[src/hw/rtl/lbat_pkg.sv]
`timescale 1ns / 1ps
`default_nettype none
// ----------------------------------------------------------------------------
// lbat_pkg: linked block allocation table definitions
// Sizes, request/result formats, table entry layout and codes shared by the
// table store, the sequencer and the top level.
// ----------------------------------------------------------------------------
package lbat_pkg;

  // table geometry
  localparam int ENTRIES     = 32;
  localparam int BLOCK_BYTES = 256;

  localparam int IDX_W     = $clog2(ENTRIES);
  localparam int CNT_W     = $clog2(ENTRIES + 1);
  localparam int LINK_W    = CNT_W;
  localparam int NAME_W    = 8;
  localparam int SIZE_W    = 14;
  localparam int BLK_SHIFT = $clog2(BLOCK_BYTES);
  localparam int FILL_W    = BLK_SHIFT + 1;
  localparam int REQ_W     = SIZE_W - BLK_SHIFT + 1;

  typedef enum logic [1:0] {
    ACT_FORMAT   = 2'd0,
    ACT_ALLOCATE = 2'd1,
    ACT_READ     = 2'd2,
    ACT_DELETE   = 2'd3
  } action_e;

  typedef enum logic [1:0] {
    ST_OK       = 2'd0,
    ST_EXISTS   = 2'd1,
    ST_NOSPACE  = 2'd2,
    ST_NOTFOUND = 2'd3
  } status_e;

  typedef enum logic [2:0] {
    S_IDLE,
    S_DUP,
    S_ALLOC,
    S_FIND,
    S_WALK
  } state_e;

  // input request
  typedef struct packed {
    action_e             action;
    logic [NAME_W-1:0]   file_name;
    logic [SIZE_W-1:0]   file_size;
  } req_t;

  // one result
  typedef struct packed {
    status_e             status;
    logic [IDX_W-1:0]    block_index;
    logic [IDX_W-1:0]    part_number;
    logic [FILL_W-1:0]   bytes_in_block;
    logic [CNT_W-1:0]    block_count;
    logic [CNT_W-1:0]    free_blocks;
    logic [CNT_W-1:0]    file_total;
    logic                last;
  } res_t;

  // payload of one table entry (the used mark is kept apart)
  typedef struct packed {
    logic [NAME_W-1:0]   name;
    logic [IDX_W-1:0]    part;
    logic [CNT_W-1:0]    blocks;
    logic [LINK_W-1:0]   link;
    logic [FILL_W-1:0]   fill;
  } ent_t;

  localparam ent_t ENT_RESET = '{
    name:   '0,
    part:   '0,
    blocks: '0,
    link:   LINK_W'(ENTRIES),
    fill:   '0
  };

  // table write commands from the sequencer
  typedef struct packed {
    logic                en;
    logic                used;
    logic [IDX_W-1:0]    idx;
    ent_t                data;
    logic                lnk_en;
    logic [IDX_W-1:0]    lnk_idx;
    logic [LINK_W-1:0]   lnk_val;
  } tbl_wr_t;

endpackage
`default_nettype wire

[src/hw/rtl/lbat_table.sv]
`timescale 1ns / 1ps
`default_nettype none
// ----------------------------------------------------------------------------
// lbat_table: allocation table store
// One entry per block in flops, one read address, an entry write plus a link
// patch per cycle. Used marks clear at once on reset or format; an entry that
// is not used reads as its reset value.
// ----------------------------------------------------------------------------
module lbat_table (
  input  wire                        clk_i,
  input  wire                        rst_ni,
  input  wire                        clear_i,
  input  lbat_pkg::tbl_wr_t          wr_i,
  input  wire [lbat_pkg::IDX_W-1:0]  rd_idx_i,
  output logic                       rd_used_o,
  output lbat_pkg::ent_t             rd_o
);
  import lbat_pkg::*;

  logic used_q [ENTRIES];
  ent_t ent_q  [ENTRIES];

  // used marks
  always_ff @(posedge clk_i or negedge rst_ni) begin
    if (!rst_ni) begin
      for (int i = 0; i < ENTRIES; i++) used_q[i] <= 1'b0;
    end else if (clear_i) begin
      for (int i = 0; i < ENTRIES; i++) used_q[i] <= 1'b0;
    end else if (wr_i.en) begin
      used_q[wr_i.idx] <= wr_i.used;
    end
  end

  // entry payload and link patch of the previous block
  always_ff @(posedge clk_i) begin
    if (wr_i.en) begin
      ent_q[wr_i.idx] <= wr_i.data;
    end
    if (wr_i.lnk_en) begin
      ent_q[wr_i.lnk_idx].link <= wr_i.lnk_val;
    end
  end

  // read port, masked to reset values for free entries
  assign rd_used_o = used_q[rd_idx_i];
  assign rd_o      = rd_used_o ? ent_q[rd_idx_i] : ENT_RESET;

endmodule
`default_nettype wire

[src/hw/rtl/lbat_ctrl.sv]
`timescale 1ns / 1ps
`default_nettype none
// ----------------------------------------------------------------------------
// lbat_ctrl: table sequencer
// Steps a single entry pointer through the table one entry per cycle: name
// scans, first-fit allocation and chain walks all share the same read port,
// name compare and counters. Results leave through a one-cycle strobe register.
// ----------------------------------------------------------------------------
module lbat_ctrl (
  input  wire                        clk_i,
  input  wire                        rst_ni,
  input  wire                        start_i,
  input  lbat_pkg::req_t             req_i,
  output logic                       busy_o,
  output logic                       res_valid_o,
  output lbat_pkg::res_t             res_o,
  output logic                       clear_o,
  output lbat_pkg::tbl_wr_t          wr_o,
  output logic [lbat_pkg::IDX_W-1:0] rd_idx_o,
  input  wire                        rd_used_i,
  input  lbat_pkg::ent_t             rd_i
);
  import lbat_pkg::*;

  localparam logic [IDX_W-1:0] LAST_IDX = IDX_W'(ENTRIES - 1);
  localparam logic [CNT_W-1:0] FULL     = CNT_W'(ENTRIES);

  state_e             state_q, state_d;
  action_e            act_q, act_d;
  logic [NAME_W-1:0]  name_q, name_d;
  logic [SIZE_W-1:0]  left_q, left_d;
  logic [REQ_W-1:0]   need_q, need_d;
  logic [CNT_W-1:0]   cnt_q, cnt_d;
  logic [CNT_W-1:0]   j_q, j_d;
  logic [IDX_W-1:0]   ptr_q, ptr_d;
  logic [IDX_W-1:0]   prev_q, prev_d;
  logic               prev_vld_q, prev_vld_d;
  logic [IDX_W-1:0]   head_q, head_d;
  logic [CNT_W-1:0]   freed_q, freed_d;
  logic [CNT_W-1:0]   free_q, free_d;
  logic [CNT_W-1:0]   files_q, files_d;
  res_t               res_q, res_d;
  logic               res_vld_q, res_vld_d;

  // shared helpers
  logic [REQ_W-1:0]   need_raw;
  logic [REQ_W-1:0]   need_new;
  logic [FILL_W-1:0]  fill;
  logic [CNT_W-1:0]   j_inc;
  logic               name_hit;
  logic               walk_stop;
  logic [CNT_W-1:0]   freed_new;
  logic [CNT_W:0]     free_sum;
  logic [CNT_W-1:0]   free_del;
  logic [CNT_W-1:0]   files_del;

  function automatic res_t mk_res(status_e st, logic [IDX_W-1:0] idx,
                                  logic [IDX_W-1:0] part, logic [FILL_W-1:0] bytes,
                                  logic [CNT_W-1:0] cnt, logic [CNT_W-1:0] fr,
                                  logic [CNT_W-1:0] fl, logic lst);
    res_t r;
    r.status         = st;
    r.block_index    = idx;
    r.part_number    = part;
    r.bytes_in_block = bytes;
    r.block_count    = cnt;
    r.free_blocks    = fr;
    r.file_total     = fl;
    r.last           = lst;
    return r;
  endfunction

  // blocks needed: ceiling of size over block bytes, at least one
  assign need_raw = REQ_W'(req_i.file_size[SIZE_W-1:BLK_SHIFT])
                  + REQ_W'(|req_i.file_size[BLK_SHIFT-1:0]);
  assign need_new = (need_raw == '0) ? REQ_W'(1) : need_raw;

  // bytes going into the current block
  assign fill = (left_q >= SIZE_W'(BLOCK_BYTES)) ? FILL_W'(BLOCK_BYTES)
                                                 : FILL_W'(left_q);

  assign j_inc     = j_q + CNT_W'(1);
  assign name_hit  = rd_used_i && (rd_i.name == name_q);
  assign walk_stop = (j_inc >= cnt_q) || (j_inc >= FULL) || (rd_i.link >= LINK_W'(ENTRIES));

  // delete bookkeeping
  assign freed_new = freed_q + CNT_W'(rd_used_i);
  assign free_sum  = {1'b0, free_q} + {1'b0, freed_new};
  assign free_del  = (free_sum > {1'b0, FULL}) ? FULL : free_sum[CNT_W-1:0];
  assign files_del = files_q - CNT_W'(files_q != '0);

  // state and control registers
  always_ff @(posedge clk_i or negedge rst_ni) begin
    if (!rst_ni) begin
      state_q   <= S_IDLE;
      free_q    <= FULL;
      files_q   <= '0;
      res_vld_q <= 1'b0;
    end else begin
      state_q   <= state_d;
      free_q    <= free_d;
      files_q   <= files_d;
      res_vld_q <= res_vld_d;
    end
  end

  // working registers
  always_ff @(posedge clk_i) begin
    act_q      <= act_d;
    name_q     <= name_d;
    left_q     <= left_d;
    need_q     <= need_d;
    cnt_q      <= cnt_d;
    j_q        <= j_d;
    ptr_q      <= ptr_d;
    prev_q     <= prev_d;
    prev_vld_q <= prev_vld_d;
    head_q     <= head_d;
    freed_q    <= freed_d;
    res_q      <= res_d;
  end

  // sequencer
  always_comb begin
    state_d    = state_q;
    act_d      = act_q;
    name_d     = name_q;
    left_d     = left_q;
    need_d     = need_q;
    cnt_d      = cnt_q;
    j_d        = j_q;
    ptr_d      = ptr_q;
    prev_d     = prev_q;
    prev_vld_d = prev_vld_q;
    head_d     = head_q;
    freed_d    = freed_q;
    free_d     = free_q;
    files_d    = files_q;
    res_d      = res_q;
    res_vld_d  = 1'b0;
    clear_o    = 1'b0;
    wr_o       = '0;

    case (state_q)
      S_IDLE: begin
        if (start_i) begin
          act_d      = req_i.action;
          name_d     = req_i.file_name;
          left_d     = req_i.file_size;
          need_d     = need_new;
          ptr_d      = '0;
          j_d        = '0;
          prev_vld_d = 1'b0;
          freed_d    = '0;
          case (req_i.action)
            ACT_FORMAT: begin
              clear_o   = 1'b1;
              free_d    = FULL;
              files_d   = '0;
              res_d     = mk_res(ST_OK, '0, '0, '0, '0, FULL, '0, 1'b1);
              res_vld_d = 1'b1;
            end
            ACT_ALLOCATE: state_d = S_DUP;
            ACT_READ, ACT_DELETE: state_d = S_FIND;
            default: state_d = S_IDLE;
          endcase
        end
      end

      // duplicate name scan, then space check
      S_DUP: begin
        if (name_hit) begin
          res_d     = mk_res(ST_EXISTS, '0, '0, '0, '0, free_q, files_q, 1'b1);
          res_vld_d = 1'b1;
          state_d   = S_IDLE;
        end else if (ptr_q == LAST_IDX) begin
          if ((need_q > REQ_W'(free_q)) || (files_q >= FULL)) begin
            res_d     = mk_res(ST_NOSPACE, '0, '0, '0, '0, free_q, files_q, 1'b1);
            res_vld_d = 1'b1;
            state_d   = S_IDLE;
          end else begin
            cnt_d   = CNT_W'(need_q);
            free_d  = free_q - CNT_W'(need_q);
            files_d = files_q + CNT_W'(1);
            ptr_d   = '0;
            state_d = S_ALLOC;
          end
        end else begin
          ptr_d = ptr_q + IDX_W'(1);
        end
      end

      // first-fit: claim each free entry and link it behind the previous one
      S_ALLOC: begin
        if (!rd_used_i) begin
          wr_o.en          = 1'b1;
          wr_o.used        = 1'b1;
          wr_o.idx         = ptr_q;
          wr_o.data.name   = name_q;
          wr_o.data.part   = j_q[IDX_W-1:0];
          wr_o.data.blocks = cnt_q;
          wr_o.data.link   = LINK_W'(ENTRIES);
          wr_o.data.fill   = fill;
          wr_o.lnk_en      = prev_vld_q;
          wr_o.lnk_idx     = prev_q;
          wr_o.lnk_val     = LINK_W'(ptr_q);
          res_d = mk_res(ST_OK, ptr_q, j_q[IDX_W-1:0], fill, cnt_q, free_q, files_q,
                         j_inc == cnt_q);
          res_vld_d  = 1'b1;
          left_d     = left_q - SIZE_W'(fill);
          j_d        = j_inc;
          prev_d     = ptr_q;
          prev_vld_d = 1'b1;
          if (j_inc == cnt_q) state_d = S_IDLE;
        end
        ptr_d = ptr_q + IDX_W'(1);
      end

      // head lookup for read and delete
      S_FIND: begin
        if (name_hit && (rd_i.part == '0)) begin
          head_d = ptr_q;
          cnt_d  = rd_i.blocks;
          if (rd_i.blocks == '0) begin
            state_d   = S_IDLE;
            res_vld_d = 1'b1;
            if (act_q == ACT_READ) begin
              res_d = mk_res(ST_OK, '0, '0, '0, '0, free_q, files_q, 1'b1);
            end else begin
              files_d = files_del;
              res_d   = mk_res(ST_OK, ptr_q, '0, '0, '0, free_q, files_del, 1'b1);
            end
          end else begin
            state_d = S_WALK;
          end
        end else if (ptr_q == LAST_IDX) begin
          res_d     = mk_res(ST_NOTFOUND, '0, '0, '0, '0, free_q, files_q, 1'b1);
          res_vld_d = 1'b1;
          state_d   = S_IDLE;
        end else begin
          ptr_d = ptr_q + IDX_W'(1);
        end
      end

      // chain walk: report blocks, or free them
      S_WALK: begin
        if (act_q == ACT_READ) begin
          res_d = mk_res(ST_OK, ptr_q, rd_i.part, rd_i.fill, cnt_q, free_q, files_q,
                         walk_stop);
          res_vld_d = 1'b1;
        end else begin
          wr_o.en   = 1'b1;
          wr_o.used = 1'b0;
          wr_o.idx  = ptr_q;
          wr_o.data = ENT_RESET;
          freed_d   = freed_new;
          if (walk_stop) begin
            free_d    = free_del;
            files_d   = files_del;
            res_d     = mk_res(ST_OK, head_q, '0, '0, freed_new, free_del, files_del, 1'b1);
            res_vld_d = 1'b1;
          end
        end
        j_d   = j_inc;
        ptr_d = rd_i.link[IDX_W-1:0];
        if (walk_stop) state_d = S_IDLE;
      end

      default: state_d = S_IDLE;
    endcase
  end

  assign busy_o      = (state_q != S_IDLE);
  assign rd_idx_o    = ptr_q;
  assign res_valid_o = res_vld_q;
  assign res_o       = res_q;

endmodule
`default_nettype wire

[src/hw/rtl/linked_block_allocation_table_unit.sv]
`timescale 1ns / 1ps
`default_nettype none
// ----------------------------------------------------------------------------
// linked_block_allocation_table_unit: FAT-style block allocation table
// Keeps a chained table of fixed-size blocks and serves format, allocate,
// read-chain and delete requests.
// ----------------------------------------------------------------------------
// Usage:
//   A request (req_i) is taken at a rising edge with start_i high and busy_o
//   low. busy_o stays high until the request has produced its last result.
//   Results appear on res_o for one cycle each, flagged by res_valid_o, and
//   the final one of a request carries last. The receiver cannot stall.
// Request flow (entry pointer steps one table entry per cycle):
//   format   : result in the next cycle, busy_o stays low.
//   allocate : name scan over the whole table, then first-fit claims free
//              entries until all blocks are taken.
//   read     : head lookup, then one result per block.
//   delete   : head lookup, then each block of the chain is freed, then one result.
//   A request that is rejected ends at the cycle the fault is found.
//   Each result is registered before it shows on res_o.
// Reset: the table is empty (all blocks free, no files) right after reset;
//   no clearing pass is needed.
// ----------------------------------------------------------------------------
module linked_block_allocation_table_unit (
  input  wire             clk_i,
  input  wire             rst_ni,
  input  wire             start_i,
  input  lbat_pkg::req_t  req_i,
  output logic            busy_o,
  output logic            res_valid_o,
  output lbat_pkg::res_t  res_o
);
  import lbat_pkg::*;

  logic             clear;
  tbl_wr_t          tbl_wr;
  logic [IDX_W-1:0] rd_idx;
  logic             rd_used;
  ent_t             rd_ent;

  // sequencer
  lbat_ctrl u_ctrl (
    .clk_i       (clk_i),
    .rst_ni      (rst_ni),
    .start_i     (start_i),
    .req_i       (req_i),
    .busy_o      (busy_o),
    .res_valid_o (res_valid_o),
    .res_o       (res_o),
    .clear_o     (clear),
    .wr_o        (tbl_wr),
    .rd_idx_o    (rd_idx),
    .rd_used_i   (rd_used),
    .rd_i        (rd_ent)
  );

  // table store
  lbat_table u_table (
    .clk_i     (clk_i),
    .rst_ni    (rst_ni),
    .clear_i   (clear),
    .wr_i      (tbl_wr),
    .rd_idx_i  (rd_idx),
    .rd_used_o (rd_used),
    .rd_o      (rd_ent)
  );

endmodule
`default_nettype wire

[config.mk]
export PLATFORM = sky130hd
export DESIGN_NAME = linked_block_allocation_table_unit
export DESIGN_NICKNAME = d
export VERILOG_FILES = /design/src/hw/rtl/lbat_pkg.sv /design/src/hw/rtl/lbat_table.sv /design/src/hw/rtl/lbat_ctrl.sv /design/src/hw/rtl/linked_block_allocation_table_unit.sv
export SDC_FILE = /design/constraint.sdc
export NUM_CORES = 1
export LEC_CHECK = 0
export BUFFER_PORTS_ARGS = -buffer_cell sky130_fd_sc_hd__buf_2
export CORE_ASPECT_RATIO = 0.7
export CORE_MARGIN = 2
export CORE_UTILIZATION = 63
export CTS_BUF_LIST = sky130_fd_sc_hd__clkbuf_16
export CTS_CLUSTER_DIAMETER = 30
export CTS_CLUSTER_SIZE = 14
export DETAILED_ROUTE_END_ITERATION = 7
export PLACE_DENSITY = 0.78
export SLEW_MARGIN = 10
export SYNTH_ARGS = -nofsm -noshare
export SYNTH_HDL_FRONTEND = slang
export SYNTH_HIERARCHICAL = 1
export SYNTH_SLANG_ARGS = --single-unit
[constraint.sdc]
create_clock -name clk_i -period 6.45 [get_ports clk_i]
set_clock_uncertainty 0.15 [all_clocks]
set_input_delay 0.645 -clock clk_i [delete_from_list [all_inputs] [get_ports clk_i]]
set_output_delay 0.645 -clock clk_i [all_outputs]
set_load 0.01 [all_outputs]
==> out/metrics.yaml <==
run_status:
  run_status: "finished clean"
synthesis:
  synth.area.top_cells: "edfxtp_1, mux4_2, mux2i_1"
  yosysSeqAreaShare_pct: 69.4
  synth_edf_count: 1193
  synth_ff_type: "edfxtp_1"
  synth_top_area_cell: "edfxtp_1"
  synthCells: 3318
  synthArstFlopShare_pct: 3.87
  netlist_area_sq_mm: 0.0533
  syn_area_per_cell_sq_um: 16.1
  synth.ff_latch_count: 1241
  synth_cell_types: 85
  synth_top_area_share_pct: 67.2
  yosys_warnings: 6
worst_setup_path:
  cp_common_cell: "ha_1"
  path_max_fanout: 24
  critPathBufInv: 2
  required_ns: 6.89
  crit_family: "compound AO/OA/AOI/OAI gates"
  path_depth: 16
  crit_arrival_ns: 6.11
  path_cells: "mux4_2 > mux2_2 > nand3_1 > nand4_4 > ha_1 > ha_1 > xnor2_1 > inv_1 > ha_1 > a21o_1 > a21oi_1 > xnor2_1 > inv_1 > nand3_1 > a2111oi_2 > a22o_1"
  cp-start-kind: "register"
  crit_type: "reg -> reg"
  cp-end-kind: "register"
  r2r_end: "u_ctrl/res_o[8]"
  ff2ff_setup_slack_ns: 0.78
  r2r_cells: 16
  slowest_stage: "edfxtp_1"
  critPathMaxStageDelay_ns: 0.80
  rr_startpoint: "u_ctrl/rd_idx_o[0]"
cells_and_area:
  final_cells: 4713
  n_fill_cell: 4988
  final_cell_area_sq_mm: 0.0606
  ff_latch_area_sq_mm: 0.0370
  drive_gt1_share_pct: 17.9
  synthToLayoutAreaGrowth_pct: 13.7
  multi_input_area_sq_mm: 0.0151
  layout.nets: 3505
cts:
  numCtsBuffers: 159
  cts_setup_buffers: 0
  clock_path_buffers: 3
  cts-root-buf: "clkbuf_16"
  clkLatencyLatePin_ns: 0.76
  h-tree-depth: 4
  ctsHoldBuffers: 11
  path_clk_slew_ns: 0.05
  cts.sink_count: 1241
  post_cts_resize_count: 0
  cts_tree: "built"
timing:
  tightest_slew_ns: 1.20
  period_minus_slack_ns: 5.67
  hold_violations: 0
  report.final.setup_viol: 0
  final.setup.worst_slack_ns: 0.782
  max_freq_mhz: 176
  rsz0062_at_grt: "no"
  period_share_pct: 87.9
  slew_viol_final: 0
  timing.setup.tns_ns: 0
  slew_headroom_pct: 19.9
worst_hold_path:
  min_to: "u_ctrl/left_q[5]"
  min_path_type: "in -> reg"
  holdPathStages: 3
  holdCritStartpoint: "req_i[5]"
grt:
  grt_max_degree: 111
  gr-total-overflow: 0
  grt_usage_pct: 34.8
  antenna_found_initial: 3
  grt_pass1_vias: 32936
  grt_pass1_wl_mm: 217
floorplan:
  core_sq_mm: 0.0841
  initial_core_util_pct: 63.4
  io_pins: 69
  die_y_um: 247
  die_x_um: 352
  die_area_sq_mm: 0.0870
  placementRows: 89
drt:
  drc: 0
  drt_iter0_markers: 5680
  firstDrtPassIters: 6
  post_drt_via_cell_ratio: 7.22
  routed-via-count: 34041
  route.detailed.wl_per_inst_um: 31.9
  postRouteWirelength_mm: 151
  ant_nets: 0
placed_design:
  dp_slack_ns: 0.984
  gp_congestion: 0.959
  dpl_cell_area_sq_mm: 0.0550
  dpl.cell_count: 4405
  io_buffers: 68
  post-dp-hpwl_mm: 84.6
power_and_ir_drop:
  power_density_mw_per_mm2: 293
  switchingPower_mw: 3.64
  p_comb_share_pct: 0.3
  clkPwrFrac_pct: 50.7
  leakagePower_nw: 18.4
  switching_share_pct: 20.5
  p_int_mw: 14.1
  vdd_ir_drop_max_mv: 0.268
  seq_power_share_pct: 48.9
job:
  cap_violations: 0
[placed cells by master (no fill, tap or decap), types with 79 or more instances in the layout]
| cell | netlist | routed |
|---|---|---|
| mux4_2 | 143 | 143 |
| edfxtp_1 | 1193 | 1193 |
| nor2_1 | 149 | 142 |
| mux2i_1 | 280 | 280 |
| buf_4 | 26 | 93 |
| a22o_1 | 220 | 220 |
| nand2_1 | 147 | 147 |
| o21ai_0 | 114 | 113 |
| inv_1 | 65 | 79 |
| a221oi_1 | 134 | 134 |
| clkbuf_16 | 0 | 163 |
| a21oi_1 | 94 | 94 |
[tightest hold or removal path, cell delays in order]
cell	delay [ns]
buf_2	0.09
nand2_1	0.05
nand2_1	0.05
[cell usage after synthesis (all sizes together), types with 3 or more instances]
master,instances
a211oi,6
a21boi,5
a21o,11
a21oi,94
a221oi,134
a22o,220
a22oi,33
a31oi,8
and2,14
and3,65
buf,104
clkbuf,122
dfrtp,47
edfxtp,1193
ha,36
inv,66
mux2,14
mux2i,280
mux4,143
nand2,147
nand2b,8
nand3,69
nand3b,8
nand4,5
nor2,155
nor2b,13
nor3,64
nor3b,4
nor4,9
o21ai,132
o22ai,17
o31ai,5
or2,6
or3,9
or4,3
xnor2,25
xor2,11
[through the flow]
| stage | total power, mW | utilization [%] | hold slack [ns] |
|---|---|---|---|
| after floorplan | 8.89 | - | 0.199 |
| after global placement | 8.91 | 65.4 | 0.357 |
| after detailed placement | 8.91 | 65.4 | 0.364 |
| after CTS | 17.8 | 72.1 | 0.000317 |
| after global routing | 18.2 | 72.1 | 0.0427 |
| final | 17.8 | 72.1 | 0.0345 |
[how the worst max path moves through the flow]
stage,from,to,slack [ns]
after detailed placement,u_ctrl/rd_idx_o[0],u_ctrl/free_q[4],0.98
after floorplan,u_ctrl/rd_idx_o[0],u_table/ent_q[29][0],1.38
after global placement,u_ctrl/rd_idx_o[0],u_ctrl/res_o[11],1.05
final,u_ctrl/rd_idx_o[0],u_ctrl/res_o[8],0.78
after CTS,u_ctrl/rd_idx_o[0],u_ctrl/res_o[8],0.90
after global routing,u_ctrl/rd_idx_o[0],u_ctrl/res_o[8],0.55
[kinds of logic after synthesis]
group / synth area share, %
DFF: 69.4
muxes: 11.6
xor gates and xnor gates: 0.605
adders and majority gates: 0.920
buffers and inverters: 2.51
and+or+nand+nor: 5.34
AOI/OAI and AO/OA: 9.55
other: 0.0141
[power by group through the flow]
| stage | combinational (mW) | clock (mW) | sequential (mW) |
|---|---|---|---|
| 6_report | 0.0611 | 9.02 | 8.70 |
| 3_3_place_gp | 0.0402 | 0 | 8.87 |
| 3_5_place_dp | 0.0414 | 0 | 8.87 |
| 2_1_floorplan | 0.0251 | 0 | 8.87 |
| 5_1_grt | 0.0648 | 9.40 | 8.70 |
| 4_1_cts | 0.0469 | 9.06 | 8.70 |
[per-layer routing]
metal	track usage (%)	part of all wire, %	vias up
met5	0	0.0086	-
met3	11.0	16	495
met1	49.7	36	16910
met4	13.7	4.2	2
li1	-	-	13651
met2	50.4	44	2983
[layout make-up]
cell class	instances	share of cell area [%]
sequential	1241	61.1
multi-input combinational	1789	24.9
clock buffer	163	6.73
tap	1137	2.35
clock inverter	133	2.30
timing repair buffer	182	2.23
inverter	67	0.415
antenna	1	0.00413
[flip-flops by register name (all words and copies together) (netlist names)]
name and count:
u_ctrl/files_q 6, u_ctrl/act_q 2, u_ctrl/prev_vld_q 1, u_ctrl/res_o 40
u_ctrl/state_q 3, u_table/used_q 32, u_ctrl/prev_q 5, u_ctrl/freed_q 6
u_ctrl/free_q 6, u_ctrl/j_q 6, u_ctrl/res_valid_o 1, u_ctrl/name_q 8
u_table/ent_q 1088, u_ctrl/rd_idx_o 5, u_ctrl/need_q 7, u_ctrl/cnt_q 6
u_ctrl/left_q 14, u_ctrl/head_q 5
(Power assumes the default switching activity.)
